<file path="config.mk">
export PLATFORM = sky130hd
export DESIGN_NAME = joystick_to_mouse_event_converter
export DESIGN_NICKNAME = d
export VERILOG_FILES = /design/src/hw/rtl/jtme_pkg.sv /design/src/hw/rtl/joystick_to_mouse_event_converter.sv /design/src/hw/rtl/jtme_ram.sv /design/src/hw/rtl/jtme_key_unit.sv
export SDC_FILE = /design/constraint.sdc
export NUM_CORES = 1
export LEC_CHECK = 0
export BUFFER_PORTS_ARGS = -buffer_cell sky130_fd_sc_hd__clkbuf_2
export CORE_MARGIN = 5
export CORE_UTILIZATION = 60
export CTS_BUF_LIST = sky130_fd_sc_hd__clkbuf_8
export CTS_CLUSTER_SIZE = 14
export DETAILED_ROUTE_END_ITERATION = 16
export PLACE_DENSITY = 0.83
export SLEW_MARGIN = 20
export SYNTH_ARGS = -nofsm -noshare
export SYNTH_HDL_FRONTEND = slang
export SYNTH_SLANG_ARGS = --single-unit
</file>
<file path="constraint.sdc">
create_clock -name clock -period 15.28 [get_ports clock]
set_clock_uncertainty 0.15 [all_clocks]
set_input_delay 0.764 -clock clock [delete_from_list [all_inputs] [get_ports clock]]
set_output_delay 0.764 -clock clock [all_outputs]
set_load 0.05 [all_outputs]
</file>
<file path="src/hw/rtl/jtme_pkg.sv">
// Shared types, codes and helpers of the joystick to mouse event converter.
package jtme_pkg;

   localparam int KEY_FIELDS  = 4;
   localparam int KEY_W       = 8;
   localparam int REG_COUNT   = 8;
   localparam int REG_IDX_W   = 3;
   localparam int REQ_DATA_W  = 40;
   localparam int RSP_DATA_W  = 56;
   localparam int MOVE_STEP   = 3;
   localparam int SPEED_START = 8;
   localparam int SPEED_DIV   = 6;
   localparam int SPEED_CAP   = 16;
   localparam int SPEED_TOP   = SPEED_CAP * SPEED_DIV;
   // 43/256 approximates 1/6 closely enough for counts below SPEED_TOP
   localparam int SPEED_RECIP = 43;

   localparam logic [REG_IDX_W-1:0] REG_UP     = 3'd0;
   localparam logic [REG_IDX_W-1:0] REG_DOWN   = 3'd1;
   localparam logic [REG_IDX_W-1:0] REG_LEFT   = 3'd2;
   localparam logic [REG_IDX_W-1:0] REG_RIGHT  = 3'd3;
   localparam logic [REG_IDX_W-1:0] REG_BTN_A  = 3'd4;
   localparam logic [REG_IDX_W-1:0] REG_ENTER  = 3'd5;
   localparam logic [REG_IDX_W-1:0] REG_START  = 3'd6;
   localparam logic [REG_IDX_W-1:0] REG_SELECT = 3'd7;

   typedef enum logic [1:0] {
      REQ_POLL       = 2'd0,
      REQ_MOUSE_READ = 2'd1,
      REQ_KEY_READ   = 2'd2
   } req_kind_type;

   typedef enum logic [1:0] {
      ST_DATA    = 2'd0,
      ST_RETRY   = 2'd1,
      ST_RELEASE = 2'd2
   } status_type;

   typedef enum logic [1:0] {
      BTN_NONE = 2'd0,
      BTN_UP   = 2'd1,
      BTN_DOWN = 2'd2
   } button_type;

   typedef logic [REG_COUNT-1:0][KEY_W-1:0] cfg_regs_type;

   typedef struct packed {
      button_type         button;
      logic signed [6:0]  move_x;
      logic signed [6:0]  move_y;
   } event_type;

   localparam int EVENT_W = $bits(event_type);

   typedef struct packed {
      logic                            hit_select;
      logic                            nonzero;
      logic                            press;
      logic                            moved;
      event_type                       evt;
   } key_result_type;

   typedef struct packed {
      logic [4:0]                      pad;
      logic [KEY_FIELDS-1:0][KEY_W-1:0] keys;
      logic [2:0]                      key_count;
   } req_data_type;

   typedef struct packed {
      logic [3:0]                      pad;
      logic [KEY_FIELDS-1:0][KEY_W-1:0] keys;
      logic [2:0]                      held_count;
      logic signed [6:0]               move_y;
      logic signed [6:0]               move_x;
      button_type                      button;
      logic                            wake;
   } rsp_data_type;

   // Pointer step for one direction key: 3 times the acceleration factor.
   function automatic logic [5:0] move_amount(input logic [7:0] speed);
      logic [4:0]  factor;
      logic [12:0] prod;
      prod = 13'(speed[6:0]) * 13'(SPEED_RECIP);
      if (speed <= 8'(SPEED_START)) begin
         factor = 5'd1;
      end else if (speed >= 8'(SPEED_TOP)) begin
         factor = 5'(SPEED_CAP);
      end else begin
         factor = prod[12:8];
      end
      return 6'(factor) * 6'(MOVE_STEP);
   endfunction

endpackage

</file>
<file path="src/hw/rtl/joystick_to_mouse_event_converter.sv">
// A poll goes through dispatch, a scan of the held codes on an empty poll, one post step,
// a step per reported code in mouse mode, then the result register; only an empty poll
// scans and only a non-empty one steps through codes. A read is answered from dispatch,
// or from a read step when the queue holds events. One item is in flight at a time; the
// shared key unit steps through one code per cycle.
// Reset clears mode, held codes, flags, counters and queue pointers at once; the event
// RAM is not cleared, its entries are only ever read after being written.
module joystick_to_mouse_event_converter #(
   parameter int QUEUE_DEPTH   = 64,
   parameter int KEYS_PER_POLL = 4
) (
   input  logic                                clock,
   input  logic                                reset,
   // req_tdata: key_count[2:0], key_a, key_b, key_c, key_d, zero pad
   input  logic                                req_tvalid,
   output logic                                req_tready,
   input  logic [jtme_pkg::REQ_DATA_W-1:0]     req_tdata,
   // req_tuser: req_type[1:0]
   input  logic [1:0]                          req_tuser,
   // rsp_tdata: wake, button[1:0], move_x[6:0], move_y[6:0], held_count[2:0],
   //            out_key_a, out_key_b, out_key_c, out_key_d, zero pad
   output logic                                rsp_tvalid,
   input  logic                                rsp_tready,
   output logic [jtme_pkg::RSP_DATA_W-1:0]     rsp_tdata,
   // rsp_tuser: status[1:0]
   output logic [1:0]                          rsp_tuser,
   input  logic                                csr_valid,
   output logic                                csr_ready,
   input  logic [jtme_pkg::REG_IDX_W-1:0]      csr_index,
   input  logic [jtme_pkg::KEY_W-1:0]          csr_wdata
);

   import jtme_pkg::*;

   localparam int KEY_LIMIT = (KEYS_PER_POLL < KEY_FIELDS) ? KEYS_PER_POLL : KEY_FIELDS;
   localparam int ADDR_W    = $clog2(QUEUE_DEPTH);
   localparam int FILL_W    = $clog2(QUEUE_DEPTH + 1);

   typedef enum logic [2:0] {
      S_IDLE,
      S_DISPATCH,
      S_SCAN,
      S_POST,
      S_MOUSE,
      S_READ,
      S_RESP
   } state_type;

   state_type                        state_ff, state_in;
   req_kind_type                     req_type_ff, req_type_in;
   logic [2:0]                       n_ff, n_in;
   logic [KEY_FIELDS-1:0][KEY_W-1:0] keys_ff, keys_in;
   logic [1:0]                       idx_ff, idx_in;
   logic [KEY_FIELDS-1:0][KEY_W-1:0] held_ff, held_in;
   logic [2:0]                       held_valid_ff, held_valid_in;
   logic                             release_ff, release_in;
   logic                             press_ff, press_in;
   logic                             mouse_ff, mouse_in;
   logic [7:0]                       speed_ff, speed_in;
   logic [FILL_W-1:0]                fill_ff, fill_in;
   logic [ADDR_W-1:0]                read_ff, read_in;
   logic                             moved_ff, moved_in;
   logic                             wake_ff, wake_in;
   cfg_regs_type                     regs_ff, regs_in;
   logic                             rsp_valid_ff, rsp_valid_in;
   status_type                       rsp_status_ff, rsp_status_in;
   rsp_data_type                     rsp_data_ff, rsp_data_in;

   req_data_type                     req_data;
   logic [2:0]                       req_count;
   logic [7:0]                       unit_key;
   key_result_type                   unit_res;
   logic [5:0]                       amount;
   logic                             slot_free;
   logic                             push_en;
   event_type                        push_evt;
   logic                             ram_we;
   logic [ADDR_W-1:0]                ram_waddr;
   event_type                        ram_rdata;
   logic [EVENT_W-1:0]               ram_rdata_bits;
   logic [FILL_W-1:0]                read_next;
   logic                             moved_now;

   assign req_data   = req_data_type'(req_tdata);
   assign req_count  = (req_data.key_count > 3'(KEY_LIMIT)) ? 3'(KEY_LIMIT)
                                                             : req_data.key_count;
   assign req_tready = (state_ff == S_IDLE);
   assign csr_ready  = 1'b1;
   assign slot_free  = !rsp_valid_ff || rsp_tready;
   assign amount     = move_amount(speed_ff);
   assign unit_key   = (state_ff == S_SCAN) ? held_ff[idx_ff] : keys_ff[idx_ff];
   assign read_next  = FILL_W'(read_ff) + FILL_W'(1);
   assign ram_rdata  = event_type'(ram_rdata_bits);

   jtme_key_unit u_key_unit (
      .key    (unit_key),
      .regs   (regs_ff),
      .amount (amount),
      .result (unit_res)
   );

   jtme_ram #(
      .WIDTH (EVENT_W),
      .DEPTH (QUEUE_DEPTH)
   ) u_queue_ram (
      .clock   (clock),
      .wr_en   (ram_we),
      .wr_addr (ram_waddr),
      .wr_data (push_evt),
      .rd_addr (read_ff),
      .rd_data (ram_rdata_bits)
   );

   // Queue write: a full queue drops moves and overwrites its newest entry with buttons.
   always_comb begin
      ram_we    = 1'b0;
      ram_waddr = fill_ff[ADDR_W-1:0];
      if (push_en) begin
         if (fill_ff == FILL_W'(QUEUE_DEPTH)) begin
            ram_we    = (push_evt.button != BTN_NONE);
            ram_waddr = ADDR_W'(QUEUE_DEPTH - 1);
         end else begin
            ram_we = 1'b1;
         end
      end
   end

   always_comb begin
      state_in      = state_ff;
      req_type_in   = req_type_ff;
      n_in          = n_ff;
      keys_in       = keys_ff;
      idx_in        = idx_ff;
      held_in       = held_ff;
      held_valid_in = held_valid_ff;
      release_in    = release_ff;
      press_in      = press_ff;
      mouse_in      = mouse_ff;
      speed_in      = speed_ff;
      fill_in       = fill_ff;
      read_in       = read_ff;
      moved_in      = moved_ff;
      wake_in       = wake_ff;
      regs_in       = regs_ff;
      rsp_valid_in  = rsp_valid_ff;
      rsp_status_in = rsp_status_ff;
      rsp_data_in   = rsp_data_ff;
      push_en       = 1'b0;
      push_evt      = '0;
      moved_now     = moved_ff;

      if (csr_valid) begin
         regs_in[csr_index] = csr_wdata;
      end
      if (rsp_valid_ff && rsp_tready) begin
         rsp_valid_in = 1'b0;
      end
      if (push_en) begin
         fill_in = fill_ff;
      end

      case (state_ff)
         S_IDLE: begin
            if (req_tvalid) begin
               req_type_in = req_kind_type'(req_tuser);
               n_in        = req_count;
               keys_in     = req_data.keys;
               idx_in      = '0;
               state_in    = S_DISPATCH;
            end
         end
         S_DISPATCH: begin
            case (req_type_ff)
               REQ_POLL: begin
                  if (n_ff == '0) begin
                     state_in = S_SCAN;
                  end else begin
                     for (int i = 0; i < KEY_FIELDS; i++) begin
                        if (3'(i) < n_ff) begin
                           held_in[i] = keys_ff[i];
                        end
                     end
                     state_in = S_POST;
                  end
               end
               REQ_MOUSE_READ: begin
                  if (FILL_W'(read_ff) < fill_ff) begin
                     state_in = S_READ;
                  end else if (slot_free) begin
                     rsp_valid_in  = 1'b1;
                     rsp_status_in = ST_RETRY;
                     rsp_data_in   = '0;
                     state_in      = S_IDLE;
                  end
               end
               REQ_KEY_READ: begin
                  if (slot_free) begin
                     rsp_valid_in = 1'b1;
                     rsp_data_in  = '0;
                     if (held_valid_ff != '0) begin
                        rsp_status_in          = ST_DATA;
                        rsp_data_in.held_count = held_valid_ff;
                        for (int i = 0; i < KEY_FIELDS; i++) begin
                           if (3'(i) < held_valid_ff) begin
                              rsp_data_in.keys[i] = held_ff[i];
                           end
                        end
                     end else if (release_ff) begin
                        release_in    = 1'b0;
                        rsp_status_in = ST_RELEASE;
                     end else begin
                        rsp_status_in = ST_RETRY;
                     end
                     state_in = S_IDLE;
                  end
               end
               default: begin
                  if (slot_free) begin
                     rsp_valid_in  = 1'b1;
                     rsp_status_in = ST_RETRY;
                     rsp_data_in   = '0;
                     state_in      = S_IDLE;
                  end
               end
            endcase
         end
         S_SCAN: begin
            // release scan over held codes; a held SELECT toggles the mode and stops it
            if (unit_res.nonzero) begin
               release_in = 1'b1;
            end
            if (unit_res.hit_select) begin
               mouse_in   = !mouse_ff;
               release_in = 1'b0;
            end
            if (unit_res.hit_select || idx_ff == 2'(KEY_LIMIT - 1)) begin
               held_in  = '0;
               state_in = S_POST;
            end else begin
               idx_in = idx_ff + 2'd1;
            end
         end
         S_POST: begin
            idx_in   = '0;
            moved_in = 1'b0;
            if (mouse_ff) begin
               held_valid_in = '0;
               if (n_ff == '0) begin
                  wake_in  = press_ff;
                  speed_in = '0;
                  if (press_ff) begin
                     press_in        = 1'b0;
                     push_en         = 1'b1;
                     push_evt.button = BTN_UP;
                  end
                  state_in = S_RESP;
               end else begin
                  state_in = S_MOUSE;
               end
            end else begin
               held_valid_in = n_ff;
               wake_in       = (n_ff != '0) || release_ff;
               state_in      = S_RESP;
            end
         end
         S_MOUSE: begin
            if (unit_res.nonzero) begin
               push_en   = 1'b1;
               push_evt  = unit_res.evt;
               moved_now = moved_ff || unit_res.moved;
               if (unit_res.press) begin
                  press_in = 1'b1;
               end
            end else if (press_ff) begin
               press_in        = 1'b0;
               push_en         = 1'b1;
               push_evt.button = BTN_UP;
            end
            if (3'(idx_ff) == n_ff - 3'd1) begin
               wake_in = 1'b1;
               if (moved_now) begin
                  if (speed_ff != 8'hFF) begin
                     speed_in = speed_ff + 8'd1;
                  end
               end else begin
                  speed_in = '0;
               end
               state_in = S_RESP;
            end else begin
               idx_in   = idx_ff + 2'd1;
               moved_in = moved_now;
            end
         end
         S_READ: begin
            if (slot_free) begin
               rsp_valid_in        = 1'b1;
               rsp_status_in       = ST_DATA;
               rsp_data_in         = '0;
               rsp_data_in.button  = ram_rdata.button;
               rsp_data_in.move_x  = ram_rdata.move_x;
               rsp_data_in.move_y  = ram_rdata.move_y;
               // drained queue: both pointers return to the start
               if (read_next >= fill_ff) begin
                  read_in = '0;
                  fill_in = '0;
               end else begin
                  read_in = read_next[ADDR_W-1:0];
               end
               state_in = S_IDLE;
            end
         end
         S_RESP: begin
            if (slot_free) begin
               rsp_valid_in     = 1'b1;
               rsp_status_in    = ST_DATA;
               rsp_data_in      = '0;
               rsp_data_in.wake = wake_ff;
               state_in         = S_IDLE;
            end
         end
         default: begin
            state_in = S_IDLE;
         end
      endcase

      if (push_en && fill_ff != FILL_W'(QUEUE_DEPTH)) begin
         fill_in = fill_ff + FILL_W'(1);
      end
   end

   always_ff @(posedge clock) begin
      if (reset) begin
         state_ff      <= S_IDLE;
         held_ff       <= '0;
         held_valid_ff <= '0;
         release_ff    <= 1'b0;
         press_ff      <= 1'b0;
         mouse_ff      <= 1'b0;
         speed_ff      <= '0;
         fill_ff       <= '0;
         read_ff       <= '0;
         regs_ff       <= '0;
         rsp_valid_ff  <= 1'b0;
      end else begin
         state_ff      <= state_in;
         held_ff       <= held_in;
         held_valid_ff <= held_valid_in;
         release_ff    <= release_in;
         press_ff      <= press_in;
         mouse_ff      <= mouse_in;
         speed_ff      <= speed_in;
         fill_ff       <= fill_in;
         read_ff       <= read_in;
         regs_ff       <= regs_in;
         rsp_valid_ff  <= rsp_valid_in;
      end
      req_type_ff   <= req_type_in;
      n_ff          <= n_in;
      keys_ff       <= keys_in;
      idx_ff        <= idx_in;
      moved_ff      <= moved_in;
      wake_ff       <= wake_in;
      rsp_status_ff <= rsp_status_in;
      rsp_data_ff   <= rsp_data_in;
   end

   assign rsp_tvalid = rsp_valid_ff;
   assign rsp_tdata  = rsp_data_ff;
   assign rsp_tuser  = rsp_status_ff;

   a_fill_bounded: assert property (@(posedge clock) disable iff (reset)
      fill_ff <= FILL_W'(QUEUE_DEPTH))
      else $error("event queue fill beyond depth");

   a_read_behind_fill: assert property (@(posedge clock) disable iff (reset)
      (read_ff == '0) || (FILL_W'(read_ff) < fill_ff))
      else $error("read pointer not behind fill");

   a_empty_notice: assert property (@(posedge clock) disable iff (reset)
      rsp_valid_ff && (rsp_status_ff == ST_RETRY || rsp_status_ff == ST_RELEASE)
      |-> rsp_data_ff == '0)
      else $error("retry or release beat carries data");

endmodule

</file>
<file path="src/hw/rtl/jtme_ram.sv">
// Generic single-write, single-read RAM with registered read data.
module jtme_ram #(
   parameter int WIDTH = 16,
   parameter int DEPTH = 64
) (
   input  logic                     clock,
   input  logic                     wr_en,
   input  logic [$clog2(DEPTH)-1:0] wr_addr,
   input  logic [WIDTH-1:0]         wr_data,
   input  logic [$clog2(DEPTH)-1:0] rd_addr,
   output logic [WIDTH-1:0]         rd_data
);

   logic [WIDTH-1:0] mem_ff [DEPTH];
   logic [WIDTH-1:0] rd_data_ff;

   always_ff @(posedge clock) begin
      if (wr_en) begin
         mem_ff[wr_addr] <= wr_data;
      end
      rd_data_ff <= mem_ff[rd_addr];
   end

   assign rd_data = rd_data_ff;

endmodule

</file>
<file path="src/hw/rtl/jtme_key_unit.sv">
// Shared key unit: matches one key code against the code registers and forms its event.
module jtme_key_unit (
   input  logic [7:0]                    key,
   input  jtme_pkg::cfg_regs_type        regs,
   input  logic [5:0]                    amount,
   output jtme_pkg::key_result_type      result
);

   import jtme_pkg::*;

   logic signed [6:0] pos_mv;
   logic signed [6:0] neg_mv;

   assign pos_mv = $signed({1'b0, amount});
   assign neg_mv = -pos_mv;

   always_comb begin
      result            = '0;
      result.evt.button = BTN_NONE;
      result.nonzero    = (key != '0);
      result.hit_select = result.nonzero && (key == regs[REG_SELECT]);
      if (result.nonzero) begin
         // first match wins: up, down, left, right, then press codes
         if (key == regs[REG_UP]) begin
            result.evt.move_y = neg_mv;
            result.moved      = 1'b1;
         end else if (key == regs[REG_DOWN]) begin
            result.evt.move_y = pos_mv;
            result.moved      = 1'b1;
         end else if (key == regs[REG_LEFT]) begin
            result.evt.move_x = neg_mv;
            result.moved      = 1'b1;
         end else if (key == regs[REG_RIGHT]) begin
            result.evt.move_x = pos_mv;
            result.moved      = 1'b1;
         end else if (key == regs[REG_BTN_A] || key == regs[REG_ENTER] ||
                      key == regs[REG_START]) begin
            result.evt.button = BTN_DOWN;
            result.press      = 1'b1;
         end
      end
   end

endmodule
</file>
==> results of run 1 <==
==> power by group through the flow <==
stage / registers [mW] / clock network [mW] / logic (mW)
floorplan: 3.93 / 0 / 0.285
global placement: 3.87 / 0 / 0.451
detailed placement: 3.88 / 0 / 0.463
CTS: 3.80 / 2.70 / 0.472
global route: 3.81 / 2.88 / 0.501
finish: 3.81 / 2.67 / 0.478
==> routing by layer <==
metal,track usage (%),part of all wire [%]
met2,44.1,50
met5,0,0.022
met3,5.67,10
met4,11.0,4.2
met1,35.7,36
==> sequential cells by signal (all words and copies together), names as in the netlist, 6 cells and up <==
register	cells
speed_ff	8
rsp_tdata	52
u_queue_ram.mem_ff	1024
regs_ff	64
fill_ff	7
read_ff	6
held_ff	32
keys_ff	32
u_queue_ram.rd_data	16
==> stage by stage <==
step           util [%]  setup slack, ns  instances  power [mW]
2_1_floorplan         -             7.29       2839        4.22
3_3_place_gp       63.0             7.97       4039        4.33
3_5_place_dp       63.0             7.62       4040        4.34
4_1_cts            67.7             7.58       4423        6.97
5_1_grt            67.8             7.54       4426        7.19
6_report           67.8             7.98       4426        6.96
==> worst max-delay path: stages, from the launching register on <==
cell      delay, ns
dfxtp_1        0.50
ha_1           0.30
inv_1          0.08
fa_1           0.43
fa_1           0.52
inv_1          0.05
ha_1           0.26
o21ai_0        0.08
a22oi_1        0.48
a21oi_1        0.17
nor3b_1        0.45
nor2_1         0.10
xnor2_1        0.14
o21bai_1       0.23
inv_1          0.08
ha_1           0.38
or3_1          0.19
nor4_1         0.05
a31o_2         0.24
nor4_1         0.83
a31oi_1        0.27
xor2_1         0.25
nor2_4         0.60
buf_16         0.26
==> cell type report <==
type | count | share of cell area (%)
Inverter | 49 | 0.318
Antenna cell | 1 | 0.00433
Timing Repair Buffer | 243 | 2.95
Multi-Input combinational cell | 1379 | 24.7
Clock buffer | 200 | 4.77
Clock inverter | 148 | 1.59
Tap cell | 1144 | 2.48
Sequential cell | 1262 | 63.2
==> worst paths after layout <==
check	start	slack [ns]	to	cells after the start
max reg2reg	speed_ff[3]	7.98	u_queue_ram.mem_ff[20][5]	23
min reg2reg	held_ff[24]	0.31	held_ff[24]	2
min	req_tdata[0]	0.18	n_ff[0]	2
max	speed_ff[3]	7.98	u_queue_ram.mem_ff[20][5]	23
==> placed cells by master, fill, tap and decap left out, types with 36 or more instances in the layout <==
master / instances
clkbuf_8: 200
edfxtp_1: 1119
clkbuf_2: 107
a21oi_1: 135
nand3_1: 62
inv_1: 97
clkinv_2: 38
ha_1: 59
and2_1: 36
xnor2_1: 81
clkinv_1: 40
dfxtp_1: 139
nand2_1: 199
mux4_2: 346
buf_4: 98
nor2_1: 134
==> cell families after synthesis <==
family          Yosys count  synth area share [%]
buf+inv                 198                  1.60
compound gates          236                  2.67
simple gates            595                  5.45
xor+xnor                115                  1.96
fa+ha+maj                65                  1.67
mux                     363                  15.7
other cells               2                0.0146
flops                  1262                  70.9
==> timing repair <==
action / in CTS / in global routing
resized for setup: 0 / 0
setup buffers: 0 / 0
endpoints found under the hold margin: 35 / 0
hold buffers: 35 / 0
==> impl_metrics.tcl, run 1 <==
set metrics [dict create \
    status "finished clean" \
    drt_iter0_markers 3725 \
    required_ns 15.80 \
    fin_crit_ns 7.30 \
    final_area_um2 57800 \
    p_leak_nw 19.1 \
    initial_core_util_pct 60.4 \
    critPathLaunchType "flop" \
    min_period_over_period_pct 47.8 \
    setup_tns_ns 0 \
    fmax_mhz 137 \
    clock-sinks 1262 \
    yosys.area.top_type "edfxtp_1" \
    io_buffers 108 \
    synth_area_um2 51400 \
    synth-seq-cells 1262 \
    placed_cell_area_um2 53700 \
    p_switching_mw 1.67 \
    p_sw_share_pct 24.0 \
    hold_violations 0 \
    routabilityCongestion 0.894 \
    ys.flop_type "edfxtp_1" \
    synth_common_cells "edfxtp_1 (1119), mux4_2 (346), nand2_1 (199), nor2_1 (148), dfxtp_1 (143)" \
    antenna_found_initial 6 \
    p_int_mw 5.28 \
    hpwl_um 73700 \
    max-slew-margin-rel_pct 18.1 \
    drt-wirelength-per-cell_um 27.8 \
    critical_path_class "reg2reg" \
    rsz0062_at_grt "false" \
    multiInputGateArea_um2 14300 \
    netlist_top_cells_area "edfxtp_1 (65%), mux4_2 (15%), dfxtp_1 (5.6%)" \
    drt_first_pass_iters 6 \
    final-seq-area_um2 36500 \
    drive_above_1_share_pct 26.3 \
    clk_latency_ns 0.86 \
    clk_pin_slew_ns 0.07 \
    die_area_um2 91700 \
    synth_top_cell_area_share_pct 65.3 \
    async_flop_share_pct 0 \
    num_rows 107 \
    grt_pass1_vias 28800 \
    hold_path.class "in2reg" \
    ant_nets 0 \
    cts_inserted_buffers 184 \
    synth_cell_type_count 73 \
    vias 28500 \
    syn_to_final_growth_pct 12.3 \
    clk_path_buf_depth 3 \
    drc 0 \
    ios 119 \
    syn_inst 2836 \
    grt_pass1_wl_um 181000 \
    powerDensity_nw_per_um2 120 \
    grt_usage_pct 26.9 \
    seq_power_share_pct 54.7 \
    h-tree-depth 4 \
    layout.nets 3242 \
    post_synth.cell_area_avg_um2 18.1 \
    grt_start_max_net_pins 86 \
    end_kind "flop" \
    crit_fanout 36 \
    slew_violations 0 \
    chipWidth_um 303 \
    core_um2 85100 \
    vdd_ir_drop_max_uv 112 \
    combPwrFrac_pct 6.9 \
    vias_per_cell 6.43 \
    n_fill_cell 5214 \
    yosysSeqAreaShare_pct 70.9 \
    tritoncts "done" \
    clkPwrFrac_pct 38.4 \
    setup_viol 0 \
    yosysWarnings 0 \
    synth-edff-count 1119 \
    hold_ws_ns 0.180 \
    worst_pin_slew_ns 1.22 \
    cts_root_buf "clkbuf_8" \
    routed_wirelength_um 123000 \
    max-cap-violations 0 \
    die_h_um 303 \
    yosysMostFrequentCell "edfxtp_1" \
    cp.arrival_ns 7.82 \
    grt-ovfl-total 0 \
]
No activity file was read; power rests on OpenSTA's default activity.
==> run 2, diff against run 1 <==
clock period = 7.4 ns   (was 15.28 ns; I/O delays follow)
==> run 2 against run 1 <==
The run now ends with DRC left. Count of clock-buffer cells in the layout fell by 5. First-iteration DRC count grew 1.2%. Total power grew 100%. Wire length is 5.1% higher. Final area up 0.37%.
==> impl_metrics.tcl, run 2 (synthesis results as in run 1) <==
set metrics [dict create \
    required_ns 7.91 \
    cts_root_buf "clkbuf_8" \
    antenna_found_initial 5 \
    core_um2 85100 \
    die_area_um2 91700 \
    final_core_utilization_pct 68.1 \
    clock-sinks 1262 \
    path_buf_inv 4 \
    setup_viol 0 \
    layout.nets 3279 \
    powerDensity_nw_per_um2 244 \
    ios 119 \
    die_h_um 303 \
    num_rows 107 \
    max-slew-margin-rel_pct 27.5 \
    cts_inserted_buffers 187 \
    io_buffers 108 \
    drive_above_1_share_pct 25.3 \
    grt_pass1_vias 29700 \
    end_kind "flop" \
    grt_start_max_net_pins 129 \
    drt-wirelength-per-cell_um 28.9 \
    cp.arrival_ns 7.29 \
    p_leak_nw 19.0 \
    crit_chain "ha_1, inv_1, fa_1, fa_1, inv_1, ha_1, o21ai_0, a22oi_1, a21oi_1, nor3b_1, nor2_1, xnor2_1, o21bai_1, inv_1, ha_1, or3_1, nor4_1, a31o_2, nor4_2, a31oi_1, xor2_1, nor2_4, buf_16" \
    status "finished, violations left" \
    chipWidth_um 303 \
    path_delay_family "simple AND/OR/NAND/NOR gates" \
    n_fill_cell 5181 \
    dp_slack_ns 0.144 \
    min_from "req_tdata[6]" \
    stdcell_count 4464 \
    final_common_cell "edfxtp_1" \
    critPathMaxStageDelay_ns 0.63 \
    hold_violations 0 \
    tritoncts "done" \
    fin_crit_ns 6.77 \
    routed_wirelength_um 129000 \
    fmax_mhz 148 \
    clk_latency_ns 0.85 \
    h-tree-depth 4 \
    clk_pin_slew_ns 0.06 \
    grt_pass1_wl_um 187000 \
    min_period_over_period_pct 91.5 \
    hold_path.class "in2reg" \
    critical_path_class "reg2reg" \
    syn_to_final_growth_pct 12.7 \
    dp_cells 4046 \
    placed_cell_area_um2 53800 \
    cp-startpoint "speed_ff[6]" \
    initial_core_util_pct 60.4 \
    rsz0062_at_grt "false" \
    worst_pin_slew_ns 1.09 \
    drt_first_pass_iters 14 \
    drt_iter0_markers 3769 \
    ant_nets 0 \
    largest_register "u_queue_ram.mem_ff" \
    grt-ovfl-total 0 \
    vias 28900 \
    final_area_um2 58000 \
    vdd_ir_drop_max_uv 190 \
    drc 4 \
    critPathLaunchType "flop" \
    slew_violations 0 \
    max-cap-violations 0 \
    mostFrequentLayoutCells "edfxtp_1 (1119), mux4_2 (346), nand2_1 (199)" \
    grt_usage_pct 27.9 \
    reg2reg_from "speed_ff[6]" \
    hpwl_um 75400 \
    cp_slowest_cell "nor2_4" \
    routabilityCongestion 0.903 \
    clk_path_buf_depth 3 \
    violations "DRC" \
    vias_per_cell 6.47 \
    setup_tns_ns 0 \
    setup_ws_ns 0.627 \
    crit_fanout 33 \
    largest_register_ff_count 1024 \
]
[run 2: what timing repair did]
action	in CTS	in global routing
buffers inserted	0	0
hold buffers	61	0
hold endpoints to repair	142	0
resized for setup	0	1
endpoints found under the setup margin	0	90
[run 2: cell type report]
| class | instances | area (µm²) | share of cell area (%) |
|---|---|---|---|
| antenna | 6 | 15.0 | 0.0259 |
| clock buffer | 195 | 2680 | 4.63 |
| clock inverter | 152 | 800 | 1.38 |
| inverter | 49 | 184 | 0.317 |
| multi-input combinational | 1379 | 14300 | 24.6 |
| sequential | 1262 | 36500 | 62.9 |
| tap | 1144 | 1430 | 2.47 |
| timing repair buffer | 277 | 2110 | 3.63 |
[run 2: worst register-to-register path, delay by kind of cell, from the launching register on]
kind,cells,cell delay [ns]
AOI/OAI and AO/OA,6,1.29
buffers and inverters,4,0.44
adders and majority gates,5,1.87
xor gates and xnor gates,2,0.37
DFF,1,0.53
and+or+nand+nor,6,1.94
[run 2: power breakdown]
group	internal [mW]	switching, mW
Combinational	0.333	0.654
Clock	2.63	2.64
Sequential	7.78	0.0891
[run 2: worst paths after layout]
check / end / slack [ns] / cells past startpoint
max reg2reg: u_queue_ram.mem_ff[58][12] / 0.63 / 23
min: keys_ff[3] / 0.09 / 2
min reg2reg: regs_ff[58] / 0.32 / 2
max: u_queue_ram.mem_ff[58][12] / 0.63 / 23
[run 2: layer usage]
layer  global-route usage [%]  up-vias  share of wire [%]
met5                        0        -              0.018
met4                     13.6        4                5.2
met3                     6.60      365                 10
met2                     46.2     2018                 51
met1                     35.2    14600                 34
li1                         -    11900                  -
[run 2: through the flow]
stage          power (mW)  hold slack (ns)
6_report             14.1           0.0903
5_1_grt              14.6           0.0536
4_1_cts              14.1           0.0190
3_5_place_dp         8.96            0.308
3_3_place_gp         8.93            0.299
2_1_floorplan        8.70            0.286
